--- config.mk ---
export PLATFORM = sky130hd
export DESIGN_NAME = sp_ctrl
export DESIGN_NICKNAME = d
export VERILOG_FILES = /design/src/hw/rtl/stereo_phaser_defines.svh /design/src/hw/rtl/sp_pkg.sv /design/src/hw/rtl/sp_ctrl.sv
export SDC_FILE = /design/constraint.sdc
export NUM_CORES = 1
export LEC_CHECK = 0
export BUFFER_PORTS_ARGS = -buffer_cell sky130_fd_sc_hd__buf_4
export CORE_MARGIN = 5
export CORE_UTILIZATION = 55
export DETAILED_ROUTE_END_ITERATION = 8
export PLACE_DENSITY = 0.76
export SYNTH_ARGS = -nofsm -noshare
export SYNTH_HDL_FRONTEND = slang
export SYNTH_SLANG_ARGS = --single-unit
--- constraint.sdc ---
create_clock -name aclk -period 3 [get_ports aclk]
set_input_delay 0.9 -clock aclk [delete_from_list [all_inputs] [get_ports aclk]]
set_output_delay 0.9 -clock aclk [all_outputs]
set_load 0.05 [all_outputs]
--- src/hw/rtl/stereo_phaser_defines.svh ---
// Assertion macros shared by the stereo phaser RTL.
`ifndef STEREO_PHASER_DEFINES_SVH
`define STEREO_PHASER_DEFINES_SVH

// Same-cycle implication, gated by reset.
`define SP_ASSERT_IMP(lbl, ante, cons, msg) \
    lbl: assert property (@(posedge aclk) disable iff (!aresetn) (ante) |-> (cons)) \
        else $error(msg);

// Next-cycle implication, gated by reset.
`define SP_ASSERT_NXT(lbl, ante, cons, msg) \
    lbl: assert property (@(posedge aclk) disable iff (!aresetn) (ante) |=> (cons)) \
        else $error(msg);

`endif

--- src/hw/rtl/sp_pkg.sv ---
// Shared types, constants and table functions for the stereo phaser.
package sp_pkg;

    localparam int MAX_STAGES      = 12;
    localparam int SAMPLE_BITS     = 24;
    localparam int PHASE_BITS      = 32;
    localparam int TABLE_ADDR_BITS = 10;

    localparam int STAGE_IDX_BITS = $clog2(MAX_STAGES);
    localparam int QTR_BITS       = TABLE_ADDR_BITS - 2;
    localparam int QTR_SIZE       = 1 << QTR_BITS;
    localparam int QIDX_W         = QTR_BITS + 1;
    localparam int FRAC_BITS      = 32 - TABLE_ADDR_BITS;
    localparam int PH_UP          = 32 - PHASE_BITS;
    localparam int TDATA_W        = ((2 * SAMPLE_BITS + 7) / 8) * 8;
    localparam int SMP_SHIFT      = 28 - SAMPLE_BITS;
    localparam int SMP_SH_R       = (SMP_SHIFT > 0) ? SMP_SHIFT : 0;
    localparam int SMP_SH_L       = (SMP_SHIFT < 0) ? -SMP_SHIFT : 0;
    localparam int DIV_STEPS      = 15;
    localparam int DIV_CNT_BITS   = $clog2(DIV_STEPS);

    localparam longint PA1   = 64'sd1686629713;
    localparam longint PA3   = -64'sd693598669;
    localparam longint PA5   = 64'sd85569306;
    localparam longint PA7   = -64'sd5026995;
    localparam longint PA9   = 64'sd172272;
    localparam longint ONE30 = 64'sd1073741824;

    localparam logic signed [15:0] COEF_MIN   = -16'sd32119;
    localparam logic signed [15:0] COEF_MAX   = 16'sd32703;
    localparam logic signed [15:0] SKEW_DEAD  = 16'sd327;
    localparam logic signed [29:0] SKEW_SCALE = 30'sd9830;

    // configuration register indexes
    localparam logic [2:0] REG_PHASE_INC  = 3'd0;
    localparam logic [2:0] REG_BASE_CUT   = 3'd1;
    localparam logic [2:0] REG_MOD_RANGE  = 3'd2;
    localparam logic [2:0] REG_FB_GAIN    = 3'd3;
    localparam logic [2:0] REG_STAGES     = 3'd4;
    localparam logic [2:0] REG_WAVE_SKEW  = 3'd5;
    localparam logic [2:0] REG_R_OFFSET   = 3'd6;

    typedef struct packed {
        logic [31:0]        phase_increment;
        logic [23:0]        base_cutoff;
        logic [23:0]        mod_range;
        logic [14:0]        feedback_gain;
        logic [3:0]         stage_count;
        logic signed [15:0] wave_skew;
        logic [31:0]        right_phase_offset;
    } cfg_t;

    typedef enum logic [3:0] {
        OP_NOP, OP_ACCEPT, OP_PH, OP_SIN_A, OP_SIN_B, OP_SKEW, OP_CUT, OP_CHK,
        OP_COS, OP_DIVI, OP_DIV, OP_DIVE, OP_FB, OP_STG, OP_ECH, OP_LOAD
    } op_t;

    typedef struct packed {
        op_t                       op;
        logic                      ch;
        logic [STAGE_IDX_BITS-1:0] stage;
    } cmd_t;

    typedef struct packed {
        logic skew_on;
        logic cut_bypass;
    } sts_t;

    // quarter-wave sine polynomial, Q30, clamped to 0..1
    function automatic logic signed [31:0] qval(input int r);
        longint x;
        longint x2;
        longint p;
        x  = longint'(r) <<< (30 - QTR_BITS);
        x2 = (x * x) >>> 30;
        p  = PA9;
        p  = PA7 + ((p * x2) >>> 30);
        p  = PA5 + ((p * x2) >>> 30);
        p  = PA3 + ((p * x2) >>> 30);
        p  = PA1 + ((p * x2) >>> 30);
        p  = (p * x) >>> 30;
        if (p > ONE30) p = ONE30;
        if (p < 0) p = 0;
        return 32'(p);
    endfunction

    typedef logic signed [31:0] qtab_t [QTR_SIZE];

    function automatic qtab_t build_qtab();
        qtab_t t;
        for (int i = 0; i < QTR_SIZE; i++) t[i] = qval(i);
        return t;
    endfunction

    localparam qtab_t              QTAB = build_qtab();
    localparam logic signed [31:0] QTOP = qval(QTR_SIZE);

    function automatic logic signed [31:0] rom_rd(input logic [TABLE_ADDR_BITS-1:0] addr);
        logic [1:0]          q;
        logic [QTR_BITS-1:0] r;
        logic [QIDX_W-1:0]   rr;
        logic signed [31:0]  p;
        q  = addr[TABLE_ADDR_BITS-1 -: 2];
        r  = addr[QTR_BITS-1:0];
        rr = q[0] ? (QIDX_W'(QTR_SIZE) - {1'b0, r}) : {1'b0, r};
        p  = rr[QTR_BITS] ? QTOP : QTAB[rr[QTR_BITS-1:0]];
        return q[1] ? -p : p;
    endfunction

    function automatic logic signed [31:0] sat32(input logic signed [35:0] v);
        if (v > 36'sh07FFFFFFF) return 32'sh7FFFFFFF;
        if (v < -36'sh080000000) return -32'sh80000000;
        return 32'(v);
    endfunction

    function automatic logic signed [31:0] sample_in(input logic signed [SAMPLE_BITS-1:0] s);
        return 32'((longint'(s) <<< SMP_SH_R) >>> SMP_SH_L);
    endfunction

    function automatic logic [SAMPLE_BITS-1:0] sample_out(input logic signed [31:0] y);
        longint v;
        longint hi;
        v  = (longint'(y) >>> SMP_SH_R) <<< SMP_SH_L;
        hi = (longint'(1) <<< (SAMPLE_BITS - 1)) - 1;
        if (v > hi) v = hi;
        if (v < -hi - 1) v = -hi - 1;
        return SAMPLE_BITS'(v);
    endfunction

    function automatic logic [STAGE_IDX_BITS-1:0] last_stage(input logic [3:0] sc);
        int n;
        n = int'(sc);
        if (n < 2) n = 2;
        if (n > MAX_STAGES) n = MAX_STAGES;
        return STAGE_IDX_BITS'(n - 1);
    endfunction

endpackage

--- src/hw/rtl/sp_ctrl.sv ---
// Sequencer for the stereo phaser: walks LFO, coefficient and allpass steps.
module sp_ctrl (
    input  logic                              aclk,
    input  logic                              aresetn,
    input  logic                              s_valid,
    input  logic                              m_ready,
    input  logic [sp_pkg::STAGE_IDX_BITS-1:0] n_last,
    input  sp_pkg::sts_t                      sts,
    output logic                              s_ready,
    output logic                              m_valid,
    output sp_pkg::cmd_t                      cmd
);

    typedef enum logic [20:0] {
        ST_IDLE = 21'h000001, ST_PH   = 21'h000002, ST_LFA  = 21'h000004,
        ST_LFB  = 21'h000008, ST_SKW  = 21'h000010, ST_SKA  = 21'h000020,
        ST_SKB  = 21'h000040, ST_CUT  = 21'h000080, ST_CHK  = 21'h000100,
        ST_SNA  = 21'h000200, ST_SNB  = 21'h000400, ST_COS  = 21'h000800,
        ST_CSA  = 21'h001000, ST_CSB  = 21'h002000, ST_DIVI = 21'h004000,
        ST_DIV  = 21'h008000, ST_DIVE = 21'h010000, ST_FB   = 21'h020000,
        ST_STG  = 21'h040000, ST_ECH  = 21'h080000, ST_WAIT = 21'h100000
    } state_t;

    state_t                            state_reg, state_next;
    logic                              ch_reg, ch_next;
    logic [sp_pkg::STAGE_IDX_BITS-1:0] stage_reg, stage_next;
    logic [sp_pkg::DIV_CNT_BITS-1:0]   div_reg, div_next;
    logic                              m_valid_reg, m_valid_next;
    sp_pkg::op_t                       op;

    always_comb begin
        state_next   = state_reg;
        ch_next      = ch_reg;
        stage_next   = stage_reg;
        div_next     = div_reg;
        m_valid_next = m_valid_reg && !m_ready;
        op           = sp_pkg::OP_NOP;
        unique case (state_reg)
            ST_IDLE: begin
                if (s_valid) begin
                    op         = sp_pkg::OP_ACCEPT;
                    ch_next    = 1'b0;
                    state_next = ST_PH;
                end
            end
            ST_PH: begin
                op         = sp_pkg::OP_PH;
                state_next = ST_LFA;
            end
            ST_LFA: begin
                op         = sp_pkg::OP_SIN_A;
                state_next = ST_LFB;
            end
            ST_LFB: begin
                op         = sp_pkg::OP_SIN_B;
                state_next = sts.skew_on ? ST_SKW : ST_CUT;
            end
            ST_SKW: begin
                op         = sp_pkg::OP_SKEW;
                state_next = ST_SKA;
            end
            ST_SKA: begin
                op         = sp_pkg::OP_SIN_A;
                state_next = ST_SKB;
            end
            ST_SKB: begin
                op         = sp_pkg::OP_SIN_B;
                state_next = ST_CUT;
            end
            ST_CUT: begin
                op         = sp_pkg::OP_CUT;
                state_next = ST_CHK;
            end
            ST_CHK: begin
                op         = sp_pkg::OP_CHK;
                state_next = sts.cut_bypass ? ST_FB : ST_SNA;
            end
            ST_SNA: begin
                op         = sp_pkg::OP_SIN_A;
                state_next = ST_SNB;
            end
            ST_SNB: begin
                op         = sp_pkg::OP_SIN_B;
                state_next = ST_COS;
            end
            ST_COS: begin
                op         = sp_pkg::OP_COS;
                state_next = ST_CSA;
            end
            ST_CSA: begin
                op         = sp_pkg::OP_SIN_A;
                state_next = ST_CSB;
            end
            ST_CSB: begin
                op         = sp_pkg::OP_SIN_B;
                state_next = ST_DIVI;
            end
            ST_DIVI: begin
                op         = sp_pkg::OP_DIVI;
                div_next   = '0;
                state_next = ST_DIV;
            end
            ST_DIV: begin
                op       = sp_pkg::OP_DIV;
                div_next = div_reg + 1'b1;
                if (div_reg == sp_pkg::DIV_CNT_BITS'(sp_pkg::DIV_STEPS - 1)) begin
                    state_next = ST_DIVE;
                end
            end
            ST_DIVE: begin
                op         = sp_pkg::OP_DIVE;
                state_next = ST_FB;
            end
            ST_FB: begin
                op         = sp_pkg::OP_FB;
                stage_next = '0;
                state_next = ST_STG;
            end
            ST_STG: begin
                op         = sp_pkg::OP_STG;
                stage_next = stage_reg + 1'b1;
                if (stage_reg == n_last) state_next = ST_ECH;
            end
            ST_ECH: begin
                op = sp_pkg::OP_ECH;
                if (!ch_reg) begin
                    ch_next    = 1'b1;
                    state_next = ST_PH;
                end else begin
                    state_next = ST_WAIT;
                end
            end
            ST_WAIT: begin
                // result register free or being drained this cycle
                if (!m_valid_reg || m_ready) begin
                    op           = sp_pkg::OP_LOAD;
                    m_valid_next = 1'b1;
                    state_next   = ST_IDLE;
                end
            end
            default: state_next = ST_IDLE;
        endcase
    end

    always_ff @(posedge aclk) begin
        if (!aresetn) begin
            state_reg   <= ST_IDLE;
            ch_reg      <= 1'b0;
            stage_reg   <= '0;
            div_reg     <= '0;
            m_valid_reg <= 1'b0;
        end else begin
            state_reg   <= state_next;
            ch_reg      <= ch_next;
            stage_reg   <= stage_next;
            div_reg     <= div_next;
            m_valid_reg <= m_valid_next;
        end
    end

    assign s_ready   = (state_reg == ST_IDLE);
    assign m_valid   = m_valid_reg;
    assign cmd.op    = op;
    assign cmd.ch    = ch_reg;
    assign cmd.stage = stage_reg;

endmodule

==> flow_metrics.py <==
metrics = {
    "layout": {
        "seq_area_um2": 643,
        "largest_reg_flops": 21,
        "drive_above_1_share": 0.437,
        "multi_input_area_mm2": 0.00132,
        "diodes": 0,
        "syn_to_final_growth_pct": 42.9,
        "nets": 291,
        "fillers": 209,
    },
    "timing": {
        "setup_viol": 4,
        "slew_headroom": 0.668,
        "rsz0062_at_grt": "yes",
        "skew_ps": 7.61,
        "fin_crit_sh": 1.10,
        "slew_violations": 0,
        "fmax_mhz": 303,
        "finalHoldViolCount": 0,
        "period_needed_ps": 3300,
        "setup_slack_ps": -302,
        "tightest_slew_ps": 490,
    },
    "clocking": {
        "clk_pin_slew_worst_paths_ps": 100,
        "clockRootBuffer": "clkbuf_4",
        "clkLatencyLatePin_ps": 350,
        "cts.sinks": 31,
        "numCtsBuffers": 5,
        "hold_buffers": 0,
        "cts_buffer_depth": 2,
        "cts_tree": "yes",
        "cts.htree.levels": 2,
    },
    "synth": {
        "synthTopCellsByCount": "31 x dfxtp_1, 18 x nor2_1, 17 x nand2_1",
        "netlist_area_mm2": 0.00185,
        "synth_top_area_frac": 0.335,
        "yosys.area.top_type": "dfxtp_1",
        "synth.distinct_cells": 57,
        "synthSimpleGateAreaFrac": 0.439,
        "yosys.cell_count.top_type": "dfxtp_1",
        "synth_edf_count": 0,
        "synthXorXnorAreaFrac": 0.0425,
        "ys.flop_type": "dfxtp_1",
        "synth-seq-cells": 31,
        "synth-compound-area-share": 0.123,
        "async_reset_ff_frac": 0,
        "synthMuxAreaShare": 0.0108,
        "synth_fa_ha_area_frac": 0.0202,
        "netlist_instances": 209,
        "synth_nets": 222,
        "synth_top_family_by_area": "simple AND/OR/NAND/NOR gates",
        "ys_warn_count": 0,
        "yosysSeqAreaShare": 0.335,
        "syn_area_per_cell_um2": 8.87,
        "synth_area_leaders": "dfxtp_1 33%, xor2_1 3.8%, nor2_1 3.6%, nand2_1 3.4%, nor4_4 3.4%",
    },
    "hold_path": {
        "hold_path.class": "reg -> reg",
    },
    "global_route": {
        "grt_overflow": 0,
        "gr-usage-all-layers": 0.270,
        "antenna_found_initial": 0,
        "grt_pass1_wl_um": 9140,
        "grt_pass1_vias": 1880,
        "grt_max_degree": 19,
    },
    "die": {
        "coreArea_mm2": 0.00331,
        "dieHeight_um": 68.1,
        "num_rows": 21,
        "die_w_um": 68.1,
        "design.portCount": 21,
        "start_util": 0.560,
        "die_area_mm2": 0.00463,
    },
    "power": {
        "cellLeakagePower_nw": 1.17,
        "combPwrFrac": 0.349,
        "p_seq_frac": 0.391,
        "switching_share": 0.358,
        "power_density_mw_per_mm2": 429,
        "p_int_mw": 0.731,
        "p_switching_mw": 0.407,
        "p_total_mw": 1.14,
        "power_frac_clock": 0.260,
        "ir_worst_vdd_mv": 0.260,
    },
    "detailed_routing": {
        "wirelength_um": 6230,
        "vias": 2029,
        "drtPass1Iterations": 5,
        "final_antenna_net_count": 0,
        "viasPerCell": 6.24,
        "wire_per_inst_um": 19.2,
        "drt-initial-drc-count": 296,
        "drc_errors": 0,
    },
    "setup_path": {
        "path_max_fanout": 5,
        "critPathArrivalTime_ps": 2400,
        "r2r_setup_slack_ps": 120,
        "worst_setup_path_end_kind": "primary output",
        "crit_type": "reg -> out",
        "startpoint_type": "register",
        "cp.required_ps": 2100,
    },
    "placement": {
        "post-place-ws_ps": 33.7,
        "dp_hpwl_um": 3410,
        "gp_congestion": 0.894,
        "numPortBuffers": 20,
    },
    "run_status": {
        "failed_checks": "negative setup slack",
        "run_status": "finished, violations left",
    },
    "flow_run": {
        "drv_cap": 0,
    },
}
==> placed cells by master (no fill, tap or decap), types with 3 or more instances in the layout <==
master,n
nor3_1,5
dfxtp_1,17
nand3_1,9
a21oi_1,4
clkbuf_4,5
nand2b_1,4
nand4_1,5
buf_4,57
nand2_1,16
o21ai_0,5
inv_1,5
and2_1,5
nor4_4,5
nor3_4,4
nor2b_1,10
dfxtp_2,12
buf_6,10
or4b_2,3
nor2_1,16
xor2_1,8
ha_1,3
o22ai_1,3
nor4_1,4
nand4b_1,5
==> cells by family (layout without fill, tap and decap cells) <==
family | count (synthesis) | in the layout
AOI/OAI and AO/OA | 33 | 33
xor gates and xnor gates | 9 | 9
adders and majority gates | 3 | 3
buffers and inverters | 10 | 80
DFF | 31 | 31
muxes | 2 | 2
and+or+nand+nor | 121 | 121
==> worst max-delay path, cell delays in order, from the launching register on <==
cell	delay, ps
dfxtp_2	350
nor4_4	350
buf_4	210
and4b_2	290
nand4b_1	160
and3_4	220
a21boi_4	140
nand4_1	140
buf_6	170
==> metal layers <==
metal	part of all wire	up-vias	GRT usage	wire length (um)
met2	0.49	124	0.444	3060
met3	0.081	26	0.0854	503
met1	0.39	961	0.313	2420
met5	0	-	0	0
li1	-	918	-	-
met4	0.039	0	0.136	242
==> power groups by stage <==
stage | Clock [mW] | Sequential, mW | Combinational [mW]
2_1_floorplan | 0 | 0.448 | 0.198
3_3_place_gp | 0 | 0.451 | 0.293
3_5_place_dp | 0 | 0.452 | 0.291
4_1_cts | 0.298 | 0.445 | 0.341
5_1_grt | 0.316 | 0.447 | 0.415
6_report | 0.296 | 0.445 | 0.398
==> layout make-up <==
type / instances / area share
clock buffer: 7 / 0.0246
clock inverter: 1 / 0.00283
sequential: 31 / 0.243
multi-input combinational: 168 / 0.497
inverter: 5 / 0.00708
timing repair buffer: 67 / 0.204
tap: 46 / 0.0217
==> repair_timing <==
action,in CTS,in global routing
resized for setup,35,18
setup endpoints to repair,5,6
setup buffers,22,12
pin swaps,7,13
==> worst paths after layout <==
kind	endpoint	cells after the start	start
setup reg to reg	state_reg[6]	16	state_reg[19]
setup / recovery	cmd[5]	8	state_reg[19]
hold reg to reg	stage_reg[3]	2	stage_reg[3]
hold / removal	stage_reg[3]	2	stage_reg[3]
==> stage by stage <==
| step | util | TNS, ps | std cells | hold slack, ps | area (um^2) |
|---|---|---|---|---|---|
| 2_1_floorplan | - | 0 | 209 | 504 | 1860 |
| 3_3_place_gp | 0.652 | 0 | 287 | 522 | 2160 |
| 3_5_place_dp | 0.652 | 0 | 287 | 524 | 2160 |
| 4_1_cts | 0.762 | -436 | 317 | 543 | 2520 |
| 5_1_grt | 0.800 | -1720 | 325 | 599 | 2650 |
| 6_report | 0.800 | -783 | 325 | 536 | 2650 |
Note: power is estimated with default switching activity, not from simulation.
